File: config.mk
export PLATFORM = sky130hd
export DESIGN_NAME = cpc_sqrt_cell
export DESIGN_NICKNAME = d
export VERILOG_FILES = /design/src/hdl/cpc_pkg.sv /design/src/hdl/cpc_sqrt_cell.sv
export SDC_FILE = /design/constraint.sdc
export NUM_CORES = 1
export LEC_CHECK = 0
export BUFFER_PORTS_ARGS = -buffer_cell sky130_fd_sc_hd__buf_4
export CORE_AREA = 2 2 235 237
export CTS_CLUSTER_DIAMETER = 40
export DETAILED_ROUTE_END_ITERATION = 6
export DIE_AREA = 0 0 237 239
export SYNTH_ARGS = -nofsm -noshare
export SYNTH_HDL_FRONTEND = slang
export SYNTH_SLANG_ARGS = --single-unit
File: constraint.sdc
create_clock -name aclk -period 5.8 [get_ports aclk]
set_clock_uncertainty 0.1 [all_clocks]
set_input_delay 0.29 -clock aclk [delete_from_list [all_inputs] [get_ports aclk]]
set_output_delay 0.29 -clock aclk [all_outputs]
set_load 0.01 [all_outputs]
File: src/hdl/cpc_pkg.sv
// Shared types, widths and constants for the circle pair contact pipeline.
`default_nettype none
package cpc_pkg;

    localparam int COORD_FRAC_BITS  = 16;
    localparam int NORMAL_FRAC_BITS = 14;
    localparam int SCALE_FRAC_BITS  = 12;

    localparam int IN_W    = 28;                    // position and offset fields
    localparam int CTR_W   = IN_W + 1;              // circle centre
    localparam int DIFF_W  = CTR_W + 1;             // centre difference
    localparam int MAG_W   = CTR_W;                 // magnitude of the difference
    localparam int RAD_W   = 27;
    localparam int SCL_W   = 16;
    localparam int RPROD_W = RAD_W + SCL_W;
    localparam int SUM_W   = RAD_W + 1;
    localparam int DSQ_W   = 2 * (MAG_W + 1) - 0;  // squared distance, even width
    localparam int DIST_W  = DSQ_W / 2;
    localparam int SQ_REM_W = DIST_W + 2;
    localparam int QUO_W   = NORMAL_FRAC_BITS + 1;
    localparam int NUM_W   = MAG_W + NORMAL_FRAC_BITS + 1;
    localparam int CPROD_W = QUO_W + RAD_W;
    localparam int OFF_W   = CPROD_W - NORMAL_FRAC_BITS;
    localparam int DEPTH_W = 30;
    localparam int NRM_W   = 16;
    localparam int CON_W   = 32;

    localparam logic [RPROD_W-SCALE_FRAC_BITS-1:0] RADIUS_MAX =
        (RPROD_W-SCALE_FRAC_BITS)'((64'd1 << RAD_W) - 64'd1);
    localparam logic [QUO_W-1:0] NORMAL_ONE = QUO_W'(1) << NORMAL_FRAC_BITS;

    typedef struct packed {
        logic signed [IN_W-1:0]  a_pos_x;
        logic signed [IN_W-1:0]  a_pos_y;
        logic signed [IN_W-1:0]  a_off_x;
        logic signed [IN_W-1:0]  a_off_y;
        logic        [RAD_W-1:0] a_radius;
        logic        [SCL_W-1:0] a_scale;
        logic signed [IN_W-1:0]  b_pos_x;
        logic signed [IN_W-1:0]  b_pos_y;
        logic signed [IN_W-1:0]  b_off_x;
        logic signed [IN_W-1:0]  b_off_y;
        logic        [RAD_W-1:0] b_radius;
        logic        [SCL_W-1:0] b_scale;
    } cpc_in_t;

    typedef struct packed {
        logic                    colliding;
        logic        [DEPTH_W-1:0] depth;
        logic signed [NRM_W-1:0] normal_x;
        logic signed [NRM_W-1:0] normal_y;
        logic signed [CON_W-1:0] contact_x;
        logic signed [CON_W-1:0] contact_y;
        logic                    contact_count;
    } cpc_out_t;

    // Per-word data that rides alongside the square root and divider cells.
    typedef struct packed {
        logic                    hit;
        logic                    zero;
        logic                    sx;
        logic                    sy;
        logic        [MAG_W-1:0] mag_x;
        logic        [MAG_W-1:0] mag_y;
        logic        [RAD_W-1:0] ra;
        logic        [SUM_W-1:0] rsum;
        logic signed [CTR_W-1:0] acx;
        logic signed [CTR_W-1:0] acy;
    } cpc_side_t;

    typedef struct packed {
        logic [SQ_REM_W-1:0] rem;
        logic [DIST_W-1:0]   root;
        logic [DSQ_W-1:0]    x;
    } cpc_sqrt_t;

    typedef struct packed {
        logic [DIST_W-1:0] rem_x;
        logic [DIST_W-1:0] rem_y;
        logic [QUO_W-1:0]  num_x;
        logic [QUO_W-1:0]  num_y;
        logic [QUO_W-1:0]  q_x;
        logic [QUO_W-1:0]  q_y;
    } cpc_div_t;

endpackage
`default_nettype wire

File: src/hdl/cpc_sqrt_cell.sv
// One square root cell: settles one bit of the root per word.
`default_nettype none
module cpc_sqrt_cell
    import cpc_pkg::*;
(
    input  wire logic      aclk,
    input  wire logic      aresetn,
    input  wire logic      en,
    input  wire logic      in_valid,
    input  wire cpc_side_t in_side,
    input  wire cpc_sqrt_t in_sq,
    output logic           out_valid,
    output cpc_side_t      out_side,
    output cpc_sqrt_t      out_sq
);

    logic                valid_reg;
    cpc_side_t           side_reg;
    cpc_sqrt_t           sq_reg;
    cpc_sqrt_t           sq_next;
    logic [SQ_REM_W+1:0] rem_w;
    logic [SQ_REM_W+1:0] trial;

    always_comb begin
        rem_w = {in_sq.rem, in_sq.x[DSQ_W-1 -: 2]};
        trial = {2'b00, in_sq.root, 2'b01};
        sq_next.x = {in_sq.x[DSQ_W-3:0], 2'b00};
        if (rem_w >= trial) begin
            sq_next.rem  = SQ_REM_W'(rem_w - trial);
            sq_next.root = {in_sq.root[DIST_W-2:0], 1'b1};
        end else begin
            sq_next.rem  = rem_w[SQ_REM_W-1:0];
            sq_next.root = {in_sq.root[DIST_W-2:0], 1'b0};
        end
    end

    always_ff @(posedge aclk) begin
        if (!aresetn) begin
            valid_reg <= 1'b0;
        end else if (en) begin
            valid_reg <= in_valid;
        end
        if (en) begin
            side_reg <= in_side;
            sq_reg   <= sq_next;
        end
    end

    assign out_valid = valid_reg;
    assign out_side  = side_reg;
    assign out_sq    = sq_reg;

endmodule
`default_nettype wire

# Word level (Yosys, flattened, before mapping)
# Index checks and enable logic that the tools add are counted.
dict set report totals {
  register_bits 296
  elab_cells 17
}
dict set report classes {
  add_sub_neg 1
  order_cmp 1
  n_mux 1
}
# operator count
set ops {}
lappend ops {{two-way mux 62 bit} 1}
lappend ops {{greater-or-equal comparator 34 x 32 -> 1 bit} 1}
lappend ops {{subtractor 32 bit} 1}

# Logic depth before layout (Yosys ltp)
# Gate-level depths: netlist (run 1).
dict set report depth {
  depth_word 2
  ltp_mapped 12
  depth_no_buf 10
}

# Least setup slack after synthesis (run 1)
# OpenSTA, ideal clock, no wires.
dict set report synth_path {
  path_kind {in2reg}
  from {in in_sq[71] (netlist name)}
  to {reg sq_reg, in the netlist out_sq[113] (data pin)}
  arrival_ns 2.545
  t_required_ns 5.440
  slack_ns 2.895
  cell_stages 12
  path_buffers 2
  cell_sequence {inv_1 > ha_1 > clkbuf_1 > a211o_1 > a211oi_1 > nor3b_1 > o21ai_1 > o211ai_1 > a21o_1 > a21oi_2 > buf_4 > mux2_2}
}
# item line_no
set synth_lines {}
lappend synth_lines {{start: declaration} cpc_sqrt_cell.sv:11} ;# input wire cpc_sqrt_t in_sq,
lappend synth_lines {{end signal: assignment} cpc_sqrt_cell.sv:45} ;# sq_reg <= sq_next;
lappend synth_lines {{end: declaration} cpc_sqrt_cell.sv:19} ;# cpc_sqrt_t sq_reg;

==> key figures, run 1 <==
Critical path
  – Worst path max stage delay: 0.78 ns
  – Critical Path Most Common Cell: buf_4
  – Worst Setup End Kind: flip-flop
  – Crit path launch type: input port
  – Worst Setup Path Type: input port to flip-flop
  – Crit path required time: between 6 and 7 ns
  – CP Max Fanout: 24
  – R2R cell count: 3
  – FF-to-FF End: out_valid
  – Arrival time worst endpoint: 4.23 ns
  – Top delay family on crit path: compound AO/OA/AOI/OAI gates
  – WP buf/inv: 4
  – Register-to-register setup slack: between 4 and 5 ns
  – Crit Reg-Reg Startpoint: out_valid
  – Worst path slowest cell: a21oi_4
  – Cell Chain, Critical Path: dlygate4sd3_1, buf_4, inv_1, ha_1, nor2b_1, o2111ai_1, nand4_1, a31oi_1, o211ai_1, a21o_1, a21oi_4, buf_4, mux2_2

Global route
  – Vias in the first global route: 9906
  – Total track usage: 0.155
  – Largest net degree at the start of global routing: 130
  – First-pass GRT wire length: 64.9 mm
  – Remaining global-route overflow: 0
  – Initial antenna violation count: 8

Placement
  – Routability cong.: around 0.77
  – DPL Wire Length: 33.4 mm
  – Port Buffers: 596

CTS
  – Clk sinks: 296
  – # Post-CTS Setup Buffers: 0
  – Cts bufs inserted: 54
  – H-tree depth: 2
  – CTS tree: built
  – Root Buffer: clkbuf_16
  – Worst-Skew Late Latency: 0.58 ns
  – Clk slew on worst S/H paths: 0.06 ns
  – Clock Path Buffers: 3

STA
  – Least-Margin Pin Slew: 1.01 ns
  – Setup Total Neg Slack: 0 ns
  – Fmax: 249 MHz
  – RSZ-0062 raised after global routing: no
  – Setup violators final: 0
  – Pins Over Slew Limit: 0
  – Final hold slack: 0.222 ns
  – Minimum clock period: about 4 ns
  – Slew headroom: 0.328
  – Final hold vios: 0
  – Period utilization: 0.692

Synthesis
  – Synth async-reset ratio: 0
  – Sequential fraction of the synthesis area: 0.792
  – Most common flop cell mapped by yosys: edfxtp_1
  – Synth warnings: 0
  – Mapped Area: 11200 um2
  – Synth Register Bits: 296
  – Avg Inst Size Synth: 17.8 um2
  – Post-synth EDFFs: just under 300
  – Post-Synthesis Cells: about 630
  – Yosys cell types: 52

Final layout
  – Multi-input combinational cell area: 2110 um2
  – Number of fill cells: roughly 5000
  – Commonest cells after routing, fill and taps aside: 598 x buf_4, 296 x dlygate4sd3_1, 295 x edfxtp_1
  – Nets: roughly 1900
  – Share of layout cells above drive strength 1: 0.449
  – Most common cell after layout, fill and taps aside: buf_4
  – Area Growth Syn to Fin: 90.2%
  – Post-layout util: 0.392
  – FF/Latch Area: 8880 um2

Route
  – Via density: 4.10
  – DR DRC count: 0
  – ANT nets after route: 0
  – Drt first-iter violations: 452
  – Routed WL per cell: 20.1 um
  – Total Wirelength: 46.6 mm
  – Via count: about 9500
  – 1st-pass router iterations: 4

Hold path
  – Hold Path Sink: out_side[136]
  – Hold Crit Start: en
  – Worst hold path class: input port to flip-flop
  – Worst hold stages: 1

Run status
  – Status: complete, no violations

Die
  – Total core area: 54300 um2
  – Top-level port count: 599
  – Die X-Extent: 237 um
  – Die Y: approximately 240 um
  – Die Area: roughly 57000 um2
  – Initial Util: 0.206
  – FP Rows: 86

Power and ir drop
  – PwrDens: roughly 320 nW/um2
  – Power, Total: 6.85 mW
  – Lkg Pwr: 8.96 nW
  – Peak VDD IR: between 200 and 250 uV

Job
  – Max_cap viols: 0
[worst reg2reg max path, stage by stage (launching register included)]
cell           delay [ns]
dfxtp_1              0.32
mux2i_1              0.13
nor2b_1              0.06
dlygate4sd3_1        0.55
[where the power goes]
| group | leakage (nW) | total (mW) | internal, mW | switching [mW] |
|---|---|---|---|---|
| registers | 2.90 | 2.64 | 2.58 | 0.0638 |
| logic | 5.20 | 1.10 | 0.601 | 0.504 |
| clock network | 0.867 | 3.10 | 1.90 | 1.21 |
| total | 8.96 | 6.85 | 5.08 | 1.78 |
[metal layers]
metal,global-route usage,up-vias,share of wire
met5,0,-,0.0014
met4,0.0850,10,0.054
met3,0.0460,98,0.072
met2,0.270,418,0.50
met1,0.170,4651,0.37
li1,-,4341,-
[how the worst max path moves through the flow]
stage	start	end	slack, ns	cells after the start
finish	in_sq[60]	out_sq[93]	1.79	13
detailed placement	in_sq[68]	out_sq[94]	1.70	12
CTS	in_sq[68]	out_sq[93]	1.75	13
global placement	in_sq[60]	out_sq[103]	1.74	12
global route	in_sq[68]	out_sq[94]	1.59	13
floorplan	in_sq[71]	out_sq[113]	2.89	12
[synth_stat cells (all sizes together), types with 2 or more instances]
library cell,instances,area share
a21oi,28,0.013
nor3,8,0.0036
o211ai,3,0.0020
o2111ai,2,0.0016
o21a,4,0.0027
clkbuf,7,0.0023
o221a,2,0.0020
a211o,2,0.0016
buf,7,0.0054
nand3b,2,0.0013
a21o,11,0.0074
a211oi,3,0.0020
nor2b,5,0.0028
a31oi,3,0.0017
nand2b,2,0.0011
xnor2,18,0.014
nor2,24,0.0080
nand3,8,0.0036
a221o,2,0.0018
mux2i,3,0.0027
a2111oi,3,0.0029
o21ai,22,0.0098
inv,40,0.013
ha,32,0.036
nand2,18,0.0060
and3,5,0.0028
or3,4,0.0022
o21bai,4,0.0027
nand4,7,0.0039
mux2,28,0.028
edfxtp,295,0.79
xor2,8,0.0063
and2,5,0.0028
nor4,3,0.0017
[flip-flops by register name, summed over array words and instances (netlist names)]
name / flops
out_side: 175
out_sq: 120
out_valid: 1
[cell families after synthesis]
kind of cell	after synthesis	synth area share
buffers and inverters	54	0.0211
xor gates and xnor gates	26	0.0203
adders and majority gates	32	0.0357
other	1	0.000335
and+or+nand+nor	94	0.0419
muxes	31	0.0308
DFF	296	0.792
AOI/OAI and AO/OA	97	0.0578
[through the flow]
step | worst slack [ns] | instances | area (um2)
floorplan | 2.89 | 632 | 11200
finish | 1.79 | 2321 | 21300
global route | 1.59 | 2320 | 21300
CTS | 1.75 | 2318 | 21300
global placement | 1.74 | 1922 | 16500
detailed placement | 1.70 | 1922 | 16500
[cell type report]
type                    count  area share
clock buffers              59      0.0662
well taps                 704      0.0413
inverters                  40     0.00704
clock inverters            41      0.0188
repair buffers            896       0.351
diodes                      3    0.000352
multi-input cells         282      0.0988
flip-flops and latches    296       0.416
[timing repair]
item,CTS,global route
hold endpoints to repair,295,0
hold buffers,296,0
resized for setup,0,0
Power figures use the tool's default switching activity.
==> run 2, diff against run 1 <==
- clock period: 5.8 -> 4.2 ns (I/O delays scaled with it)
==> run 2 against run 1 <==
  * First-iteration DRC count grew 6.4%
  * Sequential share of layout area is essentially flat
  * Flip-flop and latch count is the same
==> key figures, run 2 (synthesized netlist as in run 1, its figures left out) <==
Run status
  – Status: complete, no violations (unchanged)

Final layout
  – Area Growth Syn to Fin: 90.3% (was 90.2%)
  – Most common cell after layout, fill and taps aside: buf_4 (unchanged)
  – Nets: 1906 (was 1903)
  – FF/Latch Area: 8880 um2 (unchanged)
  – Commonest cells after routing, fill and taps aside: 598 x buf_4, 297 x dlygate4sd3_1, 295 x edfxtp_1 (was 598 x buf_4, 296 x dlygate4sd3_1, 295 x edfxtp_1)
  – Number of fill cells: 4989 (was 4965)
  – Multi-input combinational cell area: 2110 um2 (unchanged)
  – Max reg flops: 175 (unchanged)
  – Share of layout cells above drive strength 1: 0.447 (was 0.449)

Die
  – Initial Util: 0.206 (unchanged)
  – Die Y: 239 um (unchanged)
  – Die Area: 56600 um2 (unchanged)
  – Die X-Extent: 237 um (unchanged)
  – FP Rows: 86 (unchanged)
  – Top-level port count: 599 (unchanged)
  – Total core area: 54300 um2 (unchanged)

Placement
  – Routability cong.: 0.773 (was 0.772)
  – DPL Wire Length: 34.0 mm (was 33.4 mm)
  – Port Buffers: 596 (unchanged)
  – Setup WS pre-CTS: 0.740 ns (was 1.70 ns)

Global route
  – First-pass GRT wire length: 65.7 mm (was 64.9 mm)
  – Total track usage: 0.158 (was 0.155)
  – Remaining global-route overflow: 0 (unchanged)
  – Initial antenna violation count: 5 (was 8)
  – Vias in the first global route: 9899 (was 9906)
  – Largest net degree at the start of global routing: 88 (was 130)

STA
  – Minimum clock period: ~3.4 ns
  – Fmax: just under 300 MHz
  – Final worst setup slack: 0.801 ns (was 1.79 ns)
  – Pins Over Slew Limit: 0 (unchanged)
  – Least-Margin Pin Slew: 0.673 ns (was 1.01 ns)
  – Final hold vios: 0 (unchanged)
  – Setup Total Neg Slack: 0 ns (unchanged)
  – RSZ-0062 raised after global routing: no (unchanged)
  – Setup violators final: 0 (unchanged)
  – Period utilization: 0.809
  – Slew headroom: 0.547 (was 0.328)

Critical path
  – Crit path launch type: input port (unchanged)
  – CP Max Fanout: 28 (was 24)
  – Worst Setup End Kind: flip-flop (unchanged)
  – Crit path required time: 4.40 ns (was 6.02 ns)
  – Arrival time worst endpoint: 3.60 ns (was 4.23 ns)
  – Worst Setup Path Type: input port to flip-flop (unchanged)

CTS
  – Cts bufs inserted: 54 (unchanged)
  – Clock Path Buffers: 3 (unchanged)
  – H-tree depth: 2 (unchanged)
  – CTS tree: built (unchanged)
  – Clk sinks: 296 (unchanged)
  – Worst-Skew Late Latency: 0.57 ns (was 0.58 ns)
  – Clk slew on worst S/H paths: 0.04 ns (was 0.06 ns)
  – CTS Hold Bufs: 297 (was 296)
  – # Post-CTS Setup Buffers: 0 (unchanged)
  – Root Buffer: clkbuf_16 (unchanged)
  – Post-CTS sizing: 0 (unchanged)

Route
  – Routed WL per cell: 20.4 um (was 20.1 um)
  – Via count: 9474 (was 9518)
  – Via density: 4.08 (was 4.10)
  – Total Wirelength: 47.3 mm (was 46.6 mm)
  – Drt first-iter violations: 481 (was 452)
  – DR DRC count: 0 (unchanged)
  – 1st-pass router iterations: 5 (was 4)
  – ANT nets after route: 0 (unchanged)

Power and ir drop
  – Lkg Pwr: 8.99 nW (was 8.96 nW)
  – Power, Total: 9.45 mW (was 6.85 mW)
  – Peak VDD IR: 450 uV (was 215 uV)
  – PwrDens: 443 nW/um2 (was 321 nW/um2)

Hold path
  – Worst hold path class: input port to flip-flop (unchanged)

Job
  – Max_cap viols: 0 (unchanged)
==> run 2: through the flow <==
| stage | util | hold WS [ns] | std cells | instance area, um2 |
|---|---|---|---|---|
| floorplan | - | 0.209 | 632 | 11200 |
| global placement | 0.305 | 0.289 | 1924 | 16600 |
| detailed placement | 0.305 | 0.289 | 1924 | 16600 |
| CTS | 0.392 | 0.142 | 2318 | 21300 |
| global route | 0.392 | 0.159 | 2319 | 21300 |
| finish | 0.393 | 0.213 | 2320 | 21300 |
==> run 2: cell type report <==
class,instances,area share
repair buffers,899,0.353
diodes,2,0.000235
clock inverters,39,0.0180
inverters,40,0.00704
flip-flops and latches,296,0.416
well taps,704,0.0413
clock buffers,58,0.0651
multi-input cells,282,0.0987
==> run 2: critical path, stage by stage <==
cell and delay, ns:
dlygate4sd3_1 0.55, buf_4 0.14, ha_1 0.35, nor2b_1 0.19, o2111ai_1 0.23, nand4_1 0.13
a31oi_1 0.39, o211ai_1 0.21, a21o_1 0.27, a21oi_4 0.28, buf_12 0.25, mux2_2 0.37
==> run 2: path summary, 6_finish.rpt <==
path              cells after the start  startpoint  slack, ns          end
setup / recovery                     12   in_sq[90]       0.80  out_sq[103]
hold / removal                        4  in_sq[120]       0.21  out_sq[116]
hold reg to reg                       3   out_valid       1.01    out_valid
setup reg to reg                      3   out_valid       2.91    out_valid
==> run 2: report_power, final <==
group | internal, mW | total, mW | switching, mW
clock | 2.71 | 4.26 | 1.55
combinational | 0.834 | 1.54 | 0.704
sequential | 3.56 | 3.65 | 0.0863
==> run 2: layer usage <==
metal / up-vias / global-route usage / part of all wire
met5: - / 0 / 0.00027
met4: 2 / 0.0702 / 0.043
met3: 82 / 0.0434 / 0.070
met2: 427 / 0.279 / 0.51
met1: 4629 / 0.177 / 0.38
li1: 4334 / - / -
