File: config.mk
export PLATFORM = sky130hd
export DESIGN_NAME = cpc_div_cell
export DESIGN_NICKNAME = d
export VERILOG_FILES = /design/src/hdl/cpc_pkg.sv /design/src/hdl/cpc_div_cell.sv
export SDC_FILE = /design/constraint.sdc
export NUM_CORES = 1
export LEC_CHECK = 0
export BUFFER_PORTS_ARGS = -buffer_cell sky130_fd_sc_hd__buf_2
export CAP_MARGIN = 25
export CELL_PAD_IN_SITES_DETAIL_PLACEMENT = 2
export CELL_PAD_IN_SITES_GLOBAL_PLACEMENT = 2
export CORE_AREA = 8 8 246 248
export DETAILED_ROUTE_END_ITERATION = 16
export DIE_AREA = 0 0 254 256
export GPL_ROUTABILITY_DRIVEN = 0
export PLACE_DENSITY = 0.68
export RECOVER_POWER = 50
export SKIP_LAST_GASP = 1
export SLEW_MARGIN = 20
export SYNTH_ARGS = -nofsm -noshare
export SYNTH_HDL_FRONTEND = slang
export SYNTH_SLANG_ARGS = --single-unit
File: constraint.sdc
create_clock -name aclk -period 4.2 [get_ports aclk]
set_clock_uncertainty 0.15 [all_clocks]
set_input_delay 0.84 -clock aclk [delete_from_list [all_inputs] [get_ports aclk]]
set_output_delay 0.84 -clock aclk [all_outputs]
set_load 0.05 [all_outputs]
File: src/hdl/cpc_pkg.sv
// Shared types, widths and constants for the circle pair contact pipeline.
`default_nettype none
package cpc_pkg;

    localparam int COORD_FRAC_BITS  = 16;
    localparam int NORMAL_FRAC_BITS = 14;
    localparam int SCALE_FRAC_BITS  = 12;

    localparam int IN_W    = 28;                    // position and offset fields
    localparam int CTR_W   = IN_W + 1;              // circle centre
    localparam int DIFF_W  = CTR_W + 1;             // centre difference
    localparam int MAG_W   = CTR_W;                 // magnitude of the difference
    localparam int RAD_W   = 27;
    localparam int SCL_W   = 16;
    localparam int RPROD_W = RAD_W + SCL_W;
    localparam int SUM_W   = RAD_W + 1;
    localparam int DSQ_W   = 2 * (MAG_W + 1) - 0;  // squared distance, even width
    localparam int DIST_W  = DSQ_W / 2;
    localparam int SQ_REM_W = DIST_W + 2;
    localparam int QUO_W   = NORMAL_FRAC_BITS + 1;
    localparam int NUM_W   = MAG_W + NORMAL_FRAC_BITS + 1;
    localparam int CPROD_W = QUO_W + RAD_W;
    localparam int OFF_W   = CPROD_W - NORMAL_FRAC_BITS;
    localparam int DEPTH_W = 30;
    localparam int NRM_W   = 16;
    localparam int CON_W   = 32;

    localparam logic [RPROD_W-SCALE_FRAC_BITS-1:0] RADIUS_MAX =
        (RPROD_W-SCALE_FRAC_BITS)'((64'd1 << RAD_W) - 64'd1);
    localparam logic [QUO_W-1:0] NORMAL_ONE = QUO_W'(1) << NORMAL_FRAC_BITS;

    typedef struct packed {
        logic signed [IN_W-1:0]  a_pos_x;
        logic signed [IN_W-1:0]  a_pos_y;
        logic signed [IN_W-1:0]  a_off_x;
        logic signed [IN_W-1:0]  a_off_y;
        logic        [RAD_W-1:0] a_radius;
        logic        [SCL_W-1:0] a_scale;
        logic signed [IN_W-1:0]  b_pos_x;
        logic signed [IN_W-1:0]  b_pos_y;
        logic signed [IN_W-1:0]  b_off_x;
        logic signed [IN_W-1:0]  b_off_y;
        logic        [RAD_W-1:0] b_radius;
        logic        [SCL_W-1:0] b_scale;
    } cpc_in_t;

    typedef struct packed {
        logic                    colliding;
        logic        [DEPTH_W-1:0] depth;
        logic signed [NRM_W-1:0] normal_x;
        logic signed [NRM_W-1:0] normal_y;
        logic signed [CON_W-1:0] contact_x;
        logic signed [CON_W-1:0] contact_y;
        logic                    contact_count;
    } cpc_out_t;

    // Per-word data that rides alongside the square root and divider cells.
    typedef struct packed {
        logic                    hit;
        logic                    zero;
        logic                    sx;
        logic                    sy;
        logic        [MAG_W-1:0] mag_x;
        logic        [MAG_W-1:0] mag_y;
        logic        [RAD_W-1:0] ra;
        logic        [SUM_W-1:0] rsum;
        logic signed [CTR_W-1:0] acx;
        logic signed [CTR_W-1:0] acy;
    } cpc_side_t;

    typedef struct packed {
        logic [SQ_REM_W-1:0] rem;
        logic [DIST_W-1:0]   root;
        logic [DSQ_W-1:0]    x;
    } cpc_sqrt_t;

    typedef struct packed {
        logic [DIST_W-1:0] rem_x;
        logic [DIST_W-1:0] rem_y;
        logic [QUO_W-1:0]  num_x;
        logic [QUO_W-1:0]  num_y;
        logic [QUO_W-1:0]  q_x;
        logic [QUO_W-1:0]  q_y;
    } cpc_div_t;

endpackage
`default_nettype wire

File: src/hdl/cpc_div_cell.sv
// One divider cell: settles one quotient bit of both normal components.
`default_nettype none
module cpc_div_cell
    import cpc_pkg::*;
(
    input  wire logic              aclk,
    input  wire logic              aresetn,
    input  wire logic              en,
    input  wire logic              in_valid,
    input  wire cpc_side_t         in_side,
    input  wire logic [DIST_W-1:0] in_dist,
    input  wire cpc_div_t          in_dv,
    output logic                   out_valid,
    output cpc_side_t              out_side,
    output logic [DIST_W-1:0]      out_dist,
    output cpc_div_t               out_dv
);

    logic              valid_reg;
    cpc_side_t         side_reg;
    logic [DIST_W-1:0] dist_reg;
    cpc_div_t          dv_reg;
    cpc_div_t          dv_next;
    logic [DIST_W:0]   rx_w;
    logic [DIST_W:0]   ry_w;
    logic [DIST_W:0]   dist_w;

    always_comb begin
        dist_w = {1'b0, in_dist};
        rx_w   = {in_dv.rem_x, in_dv.num_x[QUO_W-1]};
        ry_w   = {in_dv.rem_y, in_dv.num_y[QUO_W-1]};
        dv_next.num_x = {in_dv.num_x[QUO_W-2:0], 1'b0};
        dv_next.num_y = {in_dv.num_y[QUO_W-2:0], 1'b0};
        if (rx_w >= dist_w) begin
            dv_next.rem_x = DIST_W'(rx_w - dist_w);
            dv_next.q_x   = {in_dv.q_x[QUO_W-2:0], 1'b1};
        end else begin
            dv_next.rem_x = rx_w[DIST_W-1:0];
            dv_next.q_x   = {in_dv.q_x[QUO_W-2:0], 1'b0};
        end
        if (ry_w >= dist_w) begin
            dv_next.rem_y = DIST_W'(ry_w - dist_w);
            dv_next.q_y   = {in_dv.q_y[QUO_W-2:0], 1'b1};
        end else begin
            dv_next.rem_y = ry_w[DIST_W-1:0];
            dv_next.q_y   = {in_dv.q_y[QUO_W-2:0], 1'b0};
        end
    end

    always_ff @(posedge aclk) begin
        if (!aresetn) begin
            valid_reg <= 1'b0;
        end else if (en) begin
            valid_reg <= in_valid;
        end
        if (en) begin
            side_reg <= in_side;
            dist_reg <= in_dist;
            dv_reg   <= dv_next;
        end
    end

    assign out_valid = valid_reg;
    assign out_side  = side_reg;
    assign out_dist  = dist_reg;
    assign out_dv    = dv_reg;

endmodule
`default_nettype wire

### After elaboration in Yosys (flattened, before gate mapping)

Cells that the tools add are included.

| word-level totals | value |
|---|---|
| output and inout port bits | 326 |
| register bits after elaboration | 324 |
| bits of input ports | 329 |

| operators by class | value |
|---|---|
| mux-type cells | 4 |
| magnitude comparators | 2 |
| $add $sub $neg | 2 |

Operators by type and width:

| kind | number |
|---|---|
| 31-bit by 30-bit >= comparator with 1-bit output | 2 |
| 30-bit two-way mux | 2 |
| 30-bit subtractor | 2 |
| 1-bit two-way mux | 2 |

### Logic depth before layout (Yosys ltp)

Gate-level depths: netlist (run 1).

| depth | value |
|---|---|
| word-level depth | 2 |
| mapped depth | 12 |
| mapped depth without buffers | 11 |

### Least setup slack after synthesis (run 1)

No wires, ideal clock.

| path | value |
|---|---|
| path kind | input port to flip-flop |
| start point | input port in_dist[17] |
| end point | register dv_reg, in the netlist out_dv[62], data pin |
| library setup time | 0.260 ns |
| arrival | 3.001 ns |
| required time | 3.790 ns |
| buffers on the path | 2 |
| cell stages on the path | 12 |
| setup slack | 0.789 ns |
| cell sequence | inv_1 > ha_1 > buf_6 > a21o_1 > a31o_1 > a221oi_2 > o21a_2 > a21boi_2 > a211oi_2 > o21ai_2 > buf_6 > mux2_4 |

RTL lines:

| element | RTL line | text |
|---|---|---|
| start: declaration | cpc_div_cell.sv:11 | `input wire logic [DIST_W-1:0] in_dist,` |
| end signal: assignment | cpc_div_cell.sv:59 | `dv_reg <= dv_next;` |
| end: declaration | cpc_div_cell.sv:22 | `cpc_div_t dv_reg;` |

### Final worst setup path (run 1)

| path | value |
|---|---|
| start point | input port en |
| end point | register dist_reg[17] (netlist: out_dist[17]), enable pin |

RTL lines:

| element | RTL line | text |
|---|---|---|
| start: declaration | cpc_div_cell.sv:8 | `input wire logic en,` |
| end signal: assignment | cpc_div_cell.sv:58 | `dist_reg <= in_dist;` |
| end: declaration | cpc_div_cell.sv:21 | `logic [DIST_W-1:0] dist_reg;` |

No word-level cell between the ends.

==> out/qor.csv, run 1 <==
metric,value,unit
antenna_found_initial,47,
max_slew_margin,-0.668,
cp_common_cell,clkbuf_2,
dr.pass1.iters,4,
postSynthCellCount,937,
power_frac_comb,0.252,
clock_latency,0.55,ns
synth_cell_type_count,67,
internal_power,6.79,mW
final_core_util,0.346,
grtUsageMet3,0.0686,
holdBufCountCts,0,
wl,72.4,mm
final_cell_mix,"buf_2 (608), edfxtp_1 (323), nand2_1 (75)",
final_common_cell,buf_2,
cts.clk_slew.worst_paths,0.06,ns
crit_chain,clkbuf_2 -> clkbuf_2,
hold_viol,0,
p_total,10.3,mW
drive_above_1_share,0.444,
syn_to_final_growth,40.3,%
dieArea,65000,sq um
p_switching,3.48,mW
start_util,0.247,
grt_util_met1,0.225,
ys.flop_type,edfxtp_1,
tritoncts,yes,
cts_buffers,42,
ff2ff_setup_slack,3.43,ns
worstPathRequired,4.21,ns
port_buffers,650,
cts_sinks,324,
slowest_stage,clkbuf_2,
drtIter0Drc,594,
tns,0,ns
min_from,in_dv[19],
dpl.hpwl,61.1,mm
hold_path.class,primary input to flop,
gr-usage-all-layers,0.212,
postCtsResizedCells,0,
switching_share,0.339,
worstSetupStartpoint,en,
ys_ff_latch,324,
slew_violations,89,
status,"complete, but fails checks",
grtUsageMet2,0.393,
cap_violations,1,
syn_area,14000,sq um
ys_async_sr_fraction,0,
p_seq_frac,0.392,
avgViaCountPerCell,4.58,
path_buf_inv,2,
wl_per_cell,29.6,microns
cts-root-buf,clkbuf_16,
rows,88,
fmax,276,MHz
r2r-start,out_valid,
placed_cells,2353,
grt_max_degree,91,
slowest_delay,1.75,ns
post-route-cell-area,19700,sq um
fin_cells,2445,
die_h,256,microns
power.density,522,nW/um^2
synth-edff-count,323,
violations,"max-capacitance violations, max-slew violations",
nFillCells,6111,
ys_seq_area_frac,0.693,
worst_pin_slew,2.50,ns
grt.busiest_layer,met2,
fin_crit_sh,0.862,
place_area,18300,sq um
grt_pass1_wl,98.0,mm
crit_family,buffers and inverters,
syn_avg_cell_area,15.0,sq um
vdd_drop_max,0.235,mV
ys_warn_count,0,
dr_total_vias,11200,
cp_data_arrival_time,3.63,ns
clockBufferDepth,3,
h-tree-depth,2,
path_class,primary input to flop,
crit_fanout,90,
clkPwrFrac,0.356,
core_region_area,56800,sq um
pin_count,655,
post-cts-setup-buffers,0,
p_leak,8.42,nW
ant_nets,0,
grt_remaining_overflow,0,
critPathLaunchType,primary input,
crit_path_end_kind,flop,
fin_crit,3.62,ns
nets,2023,
rsz0062_at_grt,false,
grt_pass1_vias,12100,
fp.dieW,254,microns
setup_viol,0,
drcViolationCount,0,
==> sequential cells by signal, indices dropped and copies added (netlist names) <==
register,cells
out_side,175
out_dv,118
out_dist,30
out_valid,1
==> stage by stage <==
stage	hold WS (ns)	worst slack, ns
4_1_cts	0.261	0.672
6_report	0.309	0.578
5_1_grt	0.269	0.348
3_5_place_dp	0.394	0.142
2_1_floorplan	0.593	0.789
3_3_place_gp	0.351	0.144
==> layout make-up <==
type | instances | area [sq um] | area share
inverter | 47 | 176 | 0.00897
sequential | 324 | 9720 | 0.494
timing repair buffer | 675 | 3430 | 0.174
multi-input combinational | 542 | 3950 | 0.201
clock buffer | 48 | 1090 | 0.0557
clock inverter | 29 | 303 | 0.0154
antenna | 15 | 37.5 | 0.00191
tap | 765 | 957 | 0.0487
==> power groups by stage <==
stage | clock (mW) | sequential [mW] | combinational (mW)
floorplan | 0 | 5.16 | 0.641
global placement | 0 | 4.07 | 2.59
detailed placement | 0 | 4.08 | 2.63
CTS | 3.78 | 4.03 | 2.64
global route | 3.86 | 4.06 | 2.71
finish | 3.66 | 4.03 | 2.59
==> synth_stat cells, types with 3 or more instances <==
library cell  count  area [sq um]
a221o_1           3          30.0
a31oi_1          10          62.6
nand2_1          75           282
nor2b_1           7          43.8
a41oi_1           3          26.3
o21a_1            9          67.6
edfxtp_1        323          9700
nand4_1          14          87.6
buf_4             4          30.0
mux2_4           27           405
a21oi_1          56           280
nand2b_1          8          50.1
o31ai_1           7          52.6
nor2_1           36           135
or2_2             3          18.8
o21bai_1          4          30.0
xor2_1           20           175
nand3_1          10          50.1
nor3b_1           4          30.0
xnor2_1          31           272
o21ai_0          54           270
buf_6             5          56.3
a211oi_1          9          67.6
o211ai_1          8          60.1
clkbuf_1         11          41.3
inv_1            47           176
nor3_1           13          65.1
and3_1            4          25.0
a21o_1           21           158
ha_1             60           751
mux2i_1           4          40.0
==> kinds of logic after synthesis <==
group	Yosys count	synth area share
AO/OA/AOI/OAI	213	0.0983
other	1	0.000268
adder cells (fa/ha/maj)	62	0.0564
XOR/XNOR	51	0.0319
buffers and inverters	72	0.0259
flip-flops	324	0.693
multiplexers	31	0.0318
AND/OR/NAND/NOR	183	0.0620
==> layer usage <==
metal  wire [microns]  part of all wire
met1            25800              0.36
met2            37800              0.52
met3             6040             0.083
met4             2530             0.035
met5              223            0.0031
==> path summary, 6_finish.rpt <==
path | to | depth (start not counted)
setup / recovery | out_dist[17] | 2
hold / removal | out_dv[20] | 1
setup reg to reg | out_valid | 2
hold reg to reg | out_valid | 2
Power figures use the tool's default switching activity.
==> run 2, diff against run 1 <==
Settings changed: REMOVE_ABC_BUFFERS set to 1, SLEW_MARGIN 20 to 15.
==> out/qor.csv, run 2 (synthesis results as in run 1) <==
metric,value,unit,change
hold_slack,0.310,ns,+0.000797 ns
dr.pass1.iters,4,,unchanged
fmax,280,MHz,+1.4%
crit_fanout,30,,-67%
post-cts-setup-buffers,0,,unchanged
path_class,primary input to flop,,
worstPathRequired,4.34,ns,+0.13 ns
drcViolationCount,0,,unchanged
p_leak,8.31,nW,-1.3%
r2r-start,out_valid,,
cts-root-buf,clkbuf_16,,
final_cell_mix,"buf_2 (603), edfxtp_1 (323), nand2_1 (75)",,
place_ws,0.149,ns,+0.00690 ns
hold_viol,0,,unchanged
cts_buffers,41,,-2.4%
nets,2016,,-0.35%
worstSetupStartpoint,in_dist[8],,
antenna_found_initial,47,,unchanged
fin_crit,3.57,ns,-0.0514 ns
largest_reg_flops,175,,unchanged
avgViaCountPerCell,4.57,,-0.28%
drtIter0Drc,516,,-13%
slew_violations,78,,-12%
worst_pin_slew,1.90,ns,-0.601 ns
rr_worst_depth,2,,unchanged
grt_pass1_vias,12100,,-0.083%
crit_end,out_dv[69],,
grt_max_degree,86,,-5.5%
drive_above_1_share,0.435,,-0.00906
violations,"max-capacitance violations, max-slew violations",,
gr-usage-all-layers,0.208,,-0.00412
die_h,256,microns,unchanged
placed_cells,2347,,-0.25%
status,"complete, but fails checks",,
cp_data_arrival_time,3.71,ns,+0.08 ns
clock_latency,0.55,ns,about the same
worst_slack,0.629,ns,+0.0514 ns
final_common_cell,buf_2,,
grt_pass1_wl,96.1,mm,-2.0%
pin_count,655,,unchanged
fp.dieW,254,microns,unchanged
syn_to_final_growth,39.1,%,
fin_crit_sh,0.850,,-0.0122
cap_violations,1,,unchanged
grt_remaining_overflow,0,,unchanged
wl_per_cell,29.1,microns,-1.6%
dpl.hpwl,58.8,mm,-3.8%
hold_path.class,primary input to flop,,
tns,0,ns,unchanged
rows,88,,unchanged
clockBufferDepth,3,,unchanged
rsz0062_at_grt,false,,
power.density,518,nW/um^2,-0.86%
tritoncts,yes,,
cts_sinks,324,,unchanged
fin_cells,2440,,-0.20%
final_core_util,0.343,,-0.00295
critPathLaunchType,primary input,,
place_area,18300,sq um,-0.31%
max_slew_margin,-0.268,,+0.400
wl,71.1,mm,-1.9%
post-route-cell-area,19500,sq um,-0.85%
dr_total_vias,11100,,-0.48%
vdd_drop_max,0.236,mV,+0.44%
holdBufCountCts,0,,unchanged
ant_nets,0,,unchanged
r2r-end,out_valid,,
p_total,10.1,mW,-1.7%
dieArea,65000,sq um,unchanged
h-tree-depth,2,,unchanged
crit_path_end_kind,flop,,
ff2ff_setup_slack,3.36,ns,-0.07 ns
port_buffers,650,,unchanged
start_util,0.247,,unchanged
cts.clk_slew.worst_paths,0.06,ns,about the same
core_region_area,56800,sq um,unchanged
postCtsResizedCells,0,,unchanged
setup_viol,0,,unchanged
[run 2: changes by cell type in the layout (fill, tap and decap cells not counted), moves of 4 or more]
| cell | change |
|---|---|
| buf_2 | -5 |
| buf_4 | -5 |
| clkbuf_1 | +10 |
| diode_2 | +4 |
[run 2: worst max-delay path: stages]
cell      delay [ns]
clkbuf_1        0.17
inv_1           0.11
ha_1            0.43
and3_1          0.25
nand3_1         0.15
a211oi_1        0.25
buf_4           0.16
o211ai_2        0.15
a21boi_2        0.24
a211oi_2        0.13
o21ai_4         0.18
buf_12          0.26
mux2_4          0.33
[run 2: layout make-up]
cell class                 count  area, sq um
antenna                       19         47.5
sequential                   324         9720
fill                        6160        37300
multi-input combinational    542         3950
inverter                      47          176
tap                          765          957
clock inverter                24          233
clock buffer                  50         1060
timing repair buffer         669         3360
[run 2: how the worst min path moves through the flow]
stage | start | to | cells past startpoint
finish | in_side[82] | out_side[82] | 1
detailed placement | out_valid | out_valid | 2
global placement | out_valid | out_valid | 2
floorplan | out_valid | out_valid | 2
global route | in_side[157] | out_side[157] | 1
CTS | in_dv[7] | out_dv[8] | 1
[run 2: where the power goes]
group | internal (mW) | switching (mW) | leakage (nW)
combinational | 0.656 | 1.92 | 4.52
sequential | 3.93 | 0.0919 | 3.17
clock | 2.05 | 1.45 | 0.621
[run 2: routing by layer]
layer | vias up | GRT usage | wire length [microns]
met3 | 143 | 0.0901 | 7240
met1 | 5591 | 0.202 | 23800
met4 | 34 | 0.0903 | 3160
met5 | - | 0 | 219
li1 | 4962 | - | -
met2 | 416 | 0.379 | 36600
==> run 3, diff against run 2 <==
Settings changed: CORE_AREA 8 8 246 248 to 8 8 252 254, DIE_AREA 0 0 254 256 to 0 0 260 262, PLACE_DENSITY 0.68 to 0.65.
Clock period 4.2 ns to 4.3 ns, I/O delays scaled along.
==> out/qor.csv, run 3 (synthesis results as in run 1) <==
metric,value,unit,change
status,"complete, but fails checks",,
violations,"max-capacitance violations, max-slew violations",,
cts-root-buf,clkbuf_16,,
antenna_found_initial,33,,-30%
die_h,262,microns,+2.3%
power.density,503,nW/um^2,-2.7%
rsz0062_at_grt,false,,
wl_per_cell,28.8,microns,-1.0%
syn_to_final_growth,39.8,%,
gr-usage-all-layers,0.195,,-0.0137
final_cell_mix,"buf_2 (613), edfxtp_1 (323), nand2_1 (75)",,
wl_met1,24.4,mm,+2.2%
worst_pin_slew,2.78,ns,+0.876 ns
dr.pass1.iters,5,,+1
dieArea,68100,sq um,+4.8%
h-tree-depth,2,,unchanged
wl,70.6,mm,-0.71%
holdBufCountCts,0,,unchanged
placed_cells,2368,,+0.89%
hold_viol,0,,unchanged
tritoncts,yes,,
start_util,0.235,,-0.0114
avgViaCountPerCell,4.55,,-0.30%
fin_crit_sh,0.832,,
nets,2019,,+0.15%
top_layer_used,met5,,
fin_crit,3.58,ns,
fp.dieW,260,microns,+2.4%
cp_data_arrival_time,3.72,ns,about the same
core_region_area,59600,sq um,+4.8%
cts_buffers,40,,-2.4%
final_core_util,0.329,,-0.0142
grt_remaining_overflow,0,,unchanged
crit_path_end_kind,flop,,
crit_fanout,17,,-43%
cts_sinks,324,,unchanged
fin_cells,2447,,+0.29%
grt_max_degree,99,,+15%
drive_above_1_share,0.442,,+0.00645
p_total,9.87,mW,-2.2%
critPathLaunchType,primary input,,
post-cts-setup-buffers,0,,unchanged
dpl.hpwl,59.4,mm,+1.0%
place_area,18300,sq um,+0.35%
cap_violations,1,,unchanged
met3_wirelength,5.01,mm,-31%
dr_total_vias,11100,,-0.018%
hold_slack,0.305,ns,-0.00457 ns
postCtsResizedCells,0,,unchanged
pin_count,655,,unchanged
post-route-cell-area,19600,sq um,+0.51%
cts.clk_slew.worst_paths,0.06,ns,about the same
clockBufferDepth,3,,unchanged
worst_slack,0.724,ns,+0.0946 ns
ant_nets,0,,unchanged
p_leak,8.38,nW,+0.85%
worstPathRequired,4.45,ns,+0.11 ns
port_buffers,650,,unchanged
vdd_drop_max,0.283,mV,+20%
drcViolationCount,0,,unchanged
setup_viol,0,,unchanged
grt_pass1_vias,11900,,-1.9%
final_common_cell,buf_2,,
drtIter0Drc,635,,+23%
max_slew_margin,-0.852,,-0.584
slew_violations,95,,+22%
dr_wl_met2,38.4,mm,+4.8%
hold_path.class,primary input to flop,,
clock_latency,0.55,ns,about the same
fmax,280,MHz,
place_ws,0.154,ns,+0.00526 ns
largest_reg_flops,175,,unchanged
path_class,primary input to flop,,
rows,90,,+2.3%
grt_pass1_wl,93.9,mm,-2.3%
tns,0,ns,unchanged
run 3: changes by cell type in the layout (fill, tap and decap cells not counted), sizes merged:
cell,delta
buf,+16
clkbuf,-15
diode,-13
clkinv,+5
inv,-2
clkinvlp,-1
run 3: final timing paths:
| check | startpoint | to | slack, ns | cells past startpoint |
|---|---|---|---|---|
| setup reg to reg | out_valid | out_valid | 3.41 | 2 |
| hold reg to reg | out_valid | out_valid | 0.45 | 2 |
| hold / removal | in_dv[19] | out_dv[20] | 0.30 | 1 |
| setup / recovery | in_dist[8] | out_dv[69] | 0.72 | 13 |
run 3: metal layers:
layer,track usage,vias up
met4,0.0685,34
met3,0.0568,138
met2,0.375,423
li1,-,4975
met5,0,-
met1,0.197,5574
run 3: worst max-delay path: stages:
cell	delay (ns)
clkbuf_1	0.13
inv_1	0.09
ha_1	0.42
and3_1	0.26
nand3_1	0.14
a211oi_1	0.27
buf_4	0.18
o211ai_2	0.16
a21boi_2	0.25
a211oi_2	0.14
o21ai_4	0.28
buf_12	0.22
mux2_4	0.31
run 3: area by class of cell:
type | instances | area (sq um)
sequential | 324 | 9720
antenna | 6 | 15.0
clock buffer | 47 | 1030
clock inverter | 26 | 284
tap | 782 | 978
fill | 6370 | 40000
multi-input combinational | 542 | 3950
timing repair buffer | 673 | 3450
inverter | 47 | 176
run 3: where the power goes:
part	switching (mW)	internal, mW
logic	1.87	0.652
registers	0.0843	3.84
clock network	1.44	1.97
